### config.mk
export PLATFORM = sky130hd
export DESIGN_NAME = zlib_stored_block_framer
export DESIGN_NICKNAME = d
export VERILOG_FILES = /design/src/sv/zsbf_pkg.sv /design/src/sv/zlib_stored_block_framer.sv /design/src/sv/zsbf_front.sv /design/src/sv/zsbf_queue.sv /design/src/sv/zsbf_back.sv
export SDC_FILE = /design/constraint.sdc
export NUM_CORES = 1
export LEC_CHECK = 0
export ABC_AREA = 0
export ABC_CLOCK_PERIOD_IN_PS = 7800
export BUFFER_PORTS_ARGS = -buffer_cell sky130_fd_sc_hd__buf_2
export CORE_MARGIN = 3
export CORE_UTILIZATION = 50
export CTS_CLUSTER_SIZE = 12
export DETAILED_ROUTE_END_ITERATION = 10
export GPL_ROUTABILITY_DRIVEN = 0
export GPL_TIMING_DRIVEN = 0
export PLACE_DENSITY = 0.69
export SYNTH_ARGS = -nofsm -noshare
export SYNTH_HDL_FRONTEND = slang
export SYNTH_SLANG_ARGS = --single-unit
### constraint.sdc
create_clock -name clk_i -period 7.8 [get_ports clk_i]
set_input_delay 1.56 -clock clk_i [delete_from_list [all_inputs] [get_ports clk_i]]
set_output_delay 1.56 -clock clk_i [all_outputs]
set_load 0.01 [all_outputs]
### src/sv/zsbf_pkg.sv
// shared types and constants of the zlib stored block framer
package zsbf_pkg;

  localparam logic [7:0]  ZLIB_CMF  = 8'h78;
  localparam logic [7:0]  ZLIB_FLG  = 8'h01;
  localparam logic [16:0] ADLER_MOD = 17'd65521;

  // one classified raw byte with everything the back end needs to frame it
  typedef struct packed {
    logic [7:0]  data;
    logic        zhdr;      // zlib header goes first
    logic        bhdr;      // block header goes before the byte
    logic        bfinal;    // announced block is the last one
    logic [15:0] blen;      // announced block length
    logic        trailer;   // checksum follows the byte
    logic [15:0] adler_hi;
    logic [15:0] adler_lo;
  } entry_t;

  // output byte sequencer steps
  typedef enum logic [3:0] {
    ST_START,
    ST_CMF,
    ST_FLG,
    ST_BFINAL,
    ST_LEN0,
    ST_LEN1,
    ST_NLEN0,
    ST_NLEN1,
    ST_DATA,
    ST_ADL0,
    ST_ADL1,
    ST_ADL2,
    ST_ADL3
  } step_e;

endpackage

### src/sv/zlib_stored_block_framer.sv
// zlib stored block framer: raw bytes in, zlib stream with adler-32 trailer out
// a byte accepted passes the queue and the output register before its first output byte
// one output byte per cycle unless the queue is empty or the output stalls; a raw byte
//   gives one, plus two zlib header, five block header and four checksum trailer bytes
// the front end takes one byte per cycle until the QUEUE_DEPTH entry queue fills
// reset: async active low, clears stream state, queue and output; length resets to 1
module zlib_stored_block_framer #(
  parameter int unsigned MAX_BLOCK_BYTES = 65535,
  parameter int unsigned QUEUE_DEPTH     = 4
) (
  input  logic        clk_i,
  input  logic        rst_ni,
  input  logic        cfg_we_i,
  input  logic [31:0] cfg_wdata_i,
  input  logic        in_valid_i,
  output logic        in_stall_o,
  input  logic [7:0]  data_byte_i,
  output logic        out_valid_o,
  input  logic        out_stall_i,
  output logic [7:0]  out_byte_o,
  output logic        stream_end_o
);

  zsbf_pkg::entry_t push_entry, head_entry;
  logic             push, full, head_valid, pop;

  // a request is taken whenever the queue has room
  assign push       = in_valid_i && !full;
  assign in_stall_o = full;

  zsbf_front #(
    .MAX_BLOCK_BYTES(MAX_BLOCK_BYTES)
  ) u_front (
    .clk_i      (clk_i),
    .rst_ni     (rst_ni),
    .cfg_we_i   (cfg_we_i),
    .cfg_wdata_i(cfg_wdata_i),
    .push_i     (push),
    .data_byte_i(data_byte_i),
    .entry_o    (push_entry)
  );

  zsbf_queue #(
    .DEPTH(QUEUE_DEPTH)
  ) u_queue (
    .clk_i  (clk_i),
    .rst_ni (rst_ni),
    .push_i (push),
    .entry_i(push_entry),
    .full_o (full),
    .pop_i  (pop),
    .valid_o(head_valid),
    .entry_o(head_entry)
  );

  zsbf_back u_back (
    .clk_i       (clk_i),
    .rst_ni      (rst_ni),
    .valid_i     (head_valid),
    .entry_i     (head_entry),
    .pop_o       (pop),
    .out_valid_o (out_valid_o),
    .out_stall_i (out_stall_i),
    .out_byte_o  (out_byte_o),
    .stream_end_o(stream_end_o)
  );

endmodule

### src/sv/zsbf_front.sv
// front end: takes raw bytes, tracks stream and block position and adler-32
module zsbf_front #(
  parameter int unsigned MAX_BLOCK_BYTES = 65535
) (
  input  logic             clk_i,
  input  logic             rst_ni,
  input  logic             cfg_we_i,
  input  logic [31:0]      cfg_wdata_i,
  input  logic             push_i,
  input  logic [7:0]       data_byte_i,
  output zsbf_pkg::entry_t entry_o
);

  localparam logic [31:0] MaxBlock = 32'(MAX_BLOCK_BYTES);

  logic [31:0] total_q;
  logic [31:0] bytes_q, bytes_d;
  logic [15:0] left_q, left_d;
  logic [15:0] slow_q, slow_d;
  logic [15:0] shigh_q, shigh_d;

  logic [31:0] eff_total, remaining, blen32, bytes_next;
  logic [15:0] base, sl, sh;
  logic [16:0] sl_sum, sh_sum;
  logic        bhdr, trailer;

  // stream length register
  always_ff @(posedge clk_i or negedge rst_ni) begin
    if (!rst_ni) begin
      total_q <= 32'd1;
    end else if (cfg_we_i) begin
      total_q <= cfg_wdata_i;
    end
  end

  // block length and end of stream decisions
  always_comb begin
    eff_total  = (total_q == 32'd0) ? 32'd1 : total_q;
    bhdr       = (left_q == 16'd0);
    remaining  = (eff_total > bytes_q) ? (eff_total - bytes_q) : 32'd1;
    blen32     = (remaining < MaxBlock) ? remaining : MaxBlock;
    base       = bhdr ? blen32[15:0] : left_q;
    bytes_next = bytes_q + 32'd1;
    trailer    = (bytes_next >= eff_total);
  end

  // adler-32 update, both sums reduced by one conditional subtract
  always_comb begin
    sl_sum = {1'b0, slow_q} + {9'd0, data_byte_i};
    sl     = (sl_sum >= zsbf_pkg::ADLER_MOD) ? 16'(sl_sum - zsbf_pkg::ADLER_MOD)
                                             : sl_sum[15:0];
    sh_sum = {1'b0, shigh_q} + {1'b0, sl};
    sh     = (sh_sum >= zsbf_pkg::ADLER_MOD) ? 16'(sh_sum - zsbf_pkg::ADLER_MOD)
                                             : sh_sum[15:0];
  end

  // entry handed to the queue
  always_comb begin
    entry_o.data     = data_byte_i;
    entry_o.zhdr     = bhdr && (bytes_q == 32'd0);
    entry_o.bhdr     = bhdr;
    entry_o.bfinal   = (blen32 >= remaining);
    entry_o.blen     = blen32[15:0];
    entry_o.trailer  = trailer;
    entry_o.adler_hi = sh;
    entry_o.adler_lo = sl;
  end

  // next stream state, back to the start after the last byte
  always_comb begin
    if (trailer) begin
      bytes_d = 32'd0;
      left_d  = 16'd0;
      slow_d  = 16'd1;
      shigh_d = 16'd0;
    end else begin
      bytes_d = bytes_next;
      left_d  = base - 16'd1;
      slow_d  = sl;
      shigh_d = sh;
    end
  end

  always_ff @(posedge clk_i or negedge rst_ni) begin
    if (!rst_ni) begin
      bytes_q <= 32'd0;
      left_q  <= 16'd0;
      slow_q  <= 16'd1;
      shigh_q <= 16'd0;
    end else if (push_i) begin
      bytes_q <= bytes_d;
      left_q  <= left_d;
      slow_q  <= slow_d;
      shigh_q <= shigh_d;
    end
  end

endmodule

### src/sv/zsbf_queue.sv
// short fifo of classified entries between front and back end
module zsbf_queue #(
  parameter int unsigned DEPTH = 4
) (
  input  logic             clk_i,
  input  logic             rst_ni,
  input  logic             push_i,
  input  zsbf_pkg::entry_t entry_i,
  output logic             full_o,
  input  logic             pop_i,
  output logic             valid_o,
  output zsbf_pkg::entry_t entry_o
);

  localparam int unsigned PtrW = (DEPTH > 1) ? $clog2(DEPTH) : 1;
  localparam int unsigned CntW = $clog2(DEPTH + 1);
  localparam logic [PtrW-1:0] LastPtr = PtrW'(DEPTH - 1);
  localparam logic [CntW-1:0] Full    = CntW'(DEPTH);

  zsbf_pkg::entry_t mem_q [DEPTH];
  logic [PtrW-1:0]  wr_q, rd_q;
  logic [CntW-1:0]  cnt_q;

  assign full_o  = (cnt_q == Full);
  assign valid_o = (cnt_q != '0);
  assign entry_o = mem_q[rd_q];

  // storage, no reset on payload
  always_ff @(posedge clk_i) begin
    if (push_i) begin
      mem_q[wr_q] <= entry_i;
    end
  end

  // pointers and fill count
  always_ff @(posedge clk_i or negedge rst_ni) begin
    if (!rst_ni) begin
      wr_q  <= '0;
      rd_q  <= '0;
      cnt_q <= '0;
    end else begin
      if (push_i) begin
        wr_q <= (wr_q == LastPtr) ? '0 : wr_q + PtrW'(1);
      end
      if (pop_i) begin
        rd_q <= (rd_q == LastPtr) ? '0 : rd_q + PtrW'(1);
      end
      if (push_i && !pop_i) begin
        cnt_q <= cnt_q + CntW'(1);
      end else if (pop_i && !push_i) begin
        cnt_q <= cnt_q - CntW'(1);
      end
    end
  end

endmodule

### src/sv/zsbf_back.sv
// back end: walks each entry through its output bytes into an output register
module zsbf_back (
  input  logic             clk_i,
  input  logic             rst_ni,
  input  logic             valid_i,
  input  zsbf_pkg::entry_t entry_i,
  output logic             pop_o,
  output logic             out_valid_o,
  input  logic             out_stall_i,
  output logic [7:0]       out_byte_o,
  output logic             stream_end_o
);

  zsbf_pkg::step_e step_q, step_d, cur, nxt;
  logic       adv, done;
  logic [7:0] byte_c;
  logic       end_c;
  logic       ovalid_q;
  logic [7:0] obyte_q;
  logic       oend_q;

  assign adv = valid_i && (!ovalid_q || !out_stall_i);

  // current step, a fresh entry starts at its first output byte
  always_comb begin
    if (step_q == zsbf_pkg::ST_START) begin
      if (entry_i.zhdr) begin
        cur = zsbf_pkg::ST_CMF;
      end else if (entry_i.bhdr) begin
        cur = zsbf_pkg::ST_BFINAL;
      end else begin
        cur = zsbf_pkg::ST_DATA;
      end
    end else begin
      cur = step_q;
    end
  end

  // next step
  always_comb begin
    done = 1'b0;
    case (cur)
      zsbf_pkg::ST_CMF:    nxt = zsbf_pkg::ST_FLG;
      zsbf_pkg::ST_FLG:    nxt = zsbf_pkg::ST_BFINAL;
      zsbf_pkg::ST_BFINAL: nxt = zsbf_pkg::ST_LEN0;
      zsbf_pkg::ST_LEN0:   nxt = zsbf_pkg::ST_LEN1;
      zsbf_pkg::ST_LEN1:   nxt = zsbf_pkg::ST_NLEN0;
      zsbf_pkg::ST_NLEN0:  nxt = zsbf_pkg::ST_NLEN1;
      zsbf_pkg::ST_NLEN1:  nxt = zsbf_pkg::ST_DATA;
      zsbf_pkg::ST_DATA: begin
        nxt  = entry_i.trailer ? zsbf_pkg::ST_ADL0 : zsbf_pkg::ST_START;
        done = !entry_i.trailer;
      end
      zsbf_pkg::ST_ADL0:   nxt = zsbf_pkg::ST_ADL1;
      zsbf_pkg::ST_ADL1:   nxt = zsbf_pkg::ST_ADL2;
      zsbf_pkg::ST_ADL2:   nxt = zsbf_pkg::ST_ADL3;
      zsbf_pkg::ST_ADL3: begin
        nxt  = zsbf_pkg::ST_START;
        done = 1'b1;
      end
      default: begin
        nxt  = zsbf_pkg::ST_START;
        done = 1'b1;
      end
    endcase
    step_d = adv ? nxt : step_q;
  end

  // byte produced at each step
  always_comb begin
    end_c = (cur == zsbf_pkg::ST_ADL3);
    case (cur)
      zsbf_pkg::ST_CMF:    byte_c = zsbf_pkg::ZLIB_CMF;
      zsbf_pkg::ST_FLG:    byte_c = zsbf_pkg::ZLIB_FLG;
      zsbf_pkg::ST_BFINAL: byte_c = {7'd0, entry_i.bfinal};
      zsbf_pkg::ST_LEN0:   byte_c = entry_i.blen[7:0];
      zsbf_pkg::ST_LEN1:   byte_c = entry_i.blen[15:8];
      zsbf_pkg::ST_NLEN0:  byte_c = ~entry_i.blen[7:0];
      zsbf_pkg::ST_NLEN1:  byte_c = ~entry_i.blen[15:8];
      zsbf_pkg::ST_DATA:   byte_c = entry_i.data;
      zsbf_pkg::ST_ADL0:   byte_c = entry_i.adler_hi[15:8];
      zsbf_pkg::ST_ADL1:   byte_c = entry_i.adler_hi[7:0];
      zsbf_pkg::ST_ADL2:   byte_c = entry_i.adler_lo[15:8];
      zsbf_pkg::ST_ADL3:   byte_c = entry_i.adler_lo[7:0];
      default:             byte_c = entry_i.data;
    endcase
  end

  assign pop_o = adv && done;

  always_ff @(posedge clk_i or negedge rst_ni) begin
    if (!rst_ni) begin
      step_q <= zsbf_pkg::ST_START;
    end else begin
      step_q <= step_d;
    end
  end

  // output register, holds while stalled
  always_ff @(posedge clk_i or negedge rst_ni) begin
    if (!rst_ni) begin
      ovalid_q <= 1'b0;
    end else if (!ovalid_q || !out_stall_i) begin
      ovalid_q <= valid_i;
    end
  end

  always_ff @(posedge clk_i) begin
    if (adv) begin
      obyte_q <= byte_c;
      oend_q  <= end_c;
    end
  end

  assign out_valid_o  = ovalid_q;
  assign out_byte_o   = obyte_q;
  assign stream_end_o = oend_q;

endmodule

==> run_results.csv <==
group,metric,value,unit
status,status,"finished, final reports clean",
critical_path,cpMostUsedCell,"buf_4",
synth,yosysWarnings,0,
routing,vias,16300,
critical_path,worstPathArrival,8070,ps
global_route,grt.busiest_layer,"met2",
timing,max_freq,0.132,GHz
synth,synth_cell_type_count,90,
clocking,cts_tree,"yes",
critical_path,critPathRequiredTime,8270,ps
critical_path,start_kind,"input port",
routing,drc_errors,0,
timing,layout_min_cycle_time,7600,ps
synth,syn_inst,1927,
timing,setup_tns,0,ps
global_route,grt_pass1_wl,88.8,mm
global_route,grt_max_degree,92,
timing,worst_pin_slew,1270,ps
placement,hpwl,40.7,mm
final_layout,areaGrowthSynthToFinish,14.4,%
synth,synthMuxAreaShare,0.0774,
synth,ys_seq_area_frac,0.500,
synth,synthAdderAreaFrac,0.0633,
final_layout,fin_cells,2615,
synth,synth_seq_cells,373,
routing,wl,57.2,mm
global_route,use_met1,0.363,
floorplan,die_width,212,um
clocking,h-tree-depth,2,
critical_path,crit_buf_inv,5,
routing,avgRoutedWirePerCell,21.9,um
critical_path,path_class,"input port to flop",
hold_path,hp-class,"flop to flop",
clocking,cts.sink_count,373,
global_route,grt_remaining_overflow,0,
synth,synthArstFlopShare,0.332,
synth,yosys.area_share.simple,0.129,
timing,clock-skew-final,33.1,ps
synth,synth_flop_cell,"edfxtp_1",
routing,drtAntennaViolNets,0,
floorplan,core-area,41300,um^2
clocking,clockRootBuffer,"clkbuf_16",
critical_path,crit_family,"compound AO/OA/AOI/OAI gates",
clocking,cts_made_buffers,41,
synth,synth_fp_nets,2076,
critical_path,crit_fanout,6,
floorplan,fp-row-count,74,
synth,synth_enable_flop_cells,249,
routing,drt-initial-drc-count,1491,
run,maxCapViolations,0,
critical_path,critical-path-max-stage-delay,400,ps
routing,detail_route.first_pass.iterations,7,
global_route,antenna_found_initial,1,
timing,setup_viol,0,
clocking,holdBufCountCts,0,
synth,synth_area,21200,um^2
synth,synth_compound_area_frac,0.141,
critical_path,crit_path_end_kind,"flop",
final_layout,drive_gt1_frac,0.153,
clocking,clk_pin_slew_worst_paths,60,ps
timing,maxSlewViolCount,0,
global_route,use_met2,0.398,
timing,maxSlewHeadroom,0.144,
timing,hold_viol_final,0,
floorplan,dieArea,44900,um^2
final_layout,mostFrequentLayoutCell,"edfxtp_1",
floorplan,die_h,212,um
placement,placedCellCount,2517,
final_layout,fin_nets,2200,
synth,synth.avg_cell_area,11.0,um^2
timing,finalCritPeriodShare,0.975,
floorplan,initial_core_util,0.513,
critical_path,slowest_stage,"fa_1",
final_layout,antenna_cells,0,
synth,synth_top_family_by_area,"compound AO/OA/AOI/OAI gates",
routing,drt-vias-per-instance,6.22,
floorplan,ios,56,
clocking,cts_buffer_depth,3,
synth,synth_xor_area_frac,0.0447,
global_route,met3_usage,0.0474,
global_route,grt_pass1_vias,15800,
global_route,globalRouteTotalUtil,0.255,
final_layout,fill_cells,3324,
final_layout,mostFrequentLayoutCells,"edfxtp_1, nand2_1, clkbuf_1, dfrtp_1, inv_1",
clocking,clk_latency,580,ps
placement,numPortBuffers,54,
[cell type report]
class / count / area, um^2 / share of cell area
flip-flops and latches: 373 / 10600 / 0.437
plain buffers: 126 / 523 / 0.0216
clock inverters: 15 / 231 / 0.00955
repair buffers: 82 / 577 / 0.0238
inverters: 120 / 450 / 0.0186
multi-input cells: 1307 / 10100 / 0.416
clock buffers: 60 / 1110 / 0.0457
well taps: 532 / 666 / 0.0275
[repair_timing]
action / CTS / global route
pin swaps: 5 / 15
setup endpoints to repair: 80 / 84
resized for setup: 35 / 53
buffers inserted: 10 / 13
endpoints found under the hold margin: 0 / 0
cloned: 0 / 1
[sequential cells by signal (all words and copies together) (netlist names)]
register and flops:
u_back.step_q 4, u_queue.cnt_q 3, u_back.out_valid_o 1, u_front.left_q 16, u_back.stream_end_o 1, u_queue.rd_q 2, u_front.bytes_q 32, u_front.shigh_q 16
u_front.slow_q 16, u_queue.mem_q 240, u_front.total_q 32, u_queue.wr_q 2, u_back.out_byte_o 8
[synth_stat cells, types with 42 or more instances]
cell      instances  area, um^2
edfxtp_1        249        7480
nand2_1         183         687
dfrtp_1         122        3050
inv_1           118         443
o21ai_0         116         581
clkbuf_1        107         402
ha_1            100        1250
nor2_1           94         353
a21oi_1          92         460
xnor2_1          80         701
mux4_2           60        1350
nand4_1          50         313
nor3_1           43         215
nand3_1          42         210
[through the flow]
step | hold WS, ps | setup slack [ps] | util | instance area, um^2
after floorplan | 453 | 88.7 | - | 21200
after detailed placement | 475 | -1730 | 0.539 | 22200
after global routing | 520 | -159 | 0.587 | 24200
final | 487 | 196 | 0.587 | 24200
after global placement | 469 | -1530 | 0.536 | 22100
after CTS | 487 | 23.0 | 0.578 | 23900
[tightest hold or removal path, delay by kind of cell (launching register included)]
kind               cells  cell delay, ps
and+or+nand+nor        1              50
DFF                    1             350
AOI/OAI and AO/OA      1              60
[path summary, 6_finish.rpt]
kind                       slack, ps  cells past startpoint                             from                              end
max                              200                     30                   data_byte_i[0]   u_front.shigh_q[8]$_DFFE_PN0P_
min                              490                      2    u_front.slow_q[3]$_DFFE_PN0P_    u_front.slow_q[3]$_DFFE_PN0P_
max reg2reg                      440                     27  u_front.total_q[25]$_DFFE_PN0P_   u_front.left_q[10]$_DFFE_PN0P_
min reg2reg                      490                      2    u_front.slow_q[3]$_DFFE_PN0P_    u_front.slow_q[3]$_DFFE_PN0P_
max in group asynchronous       6080                      2                           rst_ni     u_back.step_q[2]$_DFFE_PN0P_
min in group asynchronous        880                      1                           rst_ni  u_front.total_q[18]$_DFFE_PN0P_
[kinds of logic (layout without fill, tap and decap cells)]
family	after synthesis	after routing
and+or+nand+nor	554	554
AOI/OAI and AO/OA	452	452
DFF	373	373
buffers and inverters	247	403
xor gates and xnor gates	108	108
adders and majority gates	105	105
muxes	88	88
[metal layers]
layer	wire length, um	up-vias
met5	0	-
met4	2170	0
met3	4700	154
met2	26100	712
met1	24300	7968
li1	-	7421
Power is not shown: default switching activity piles up to over one toggle a cycle in this logic, so the estimate is an artifact.
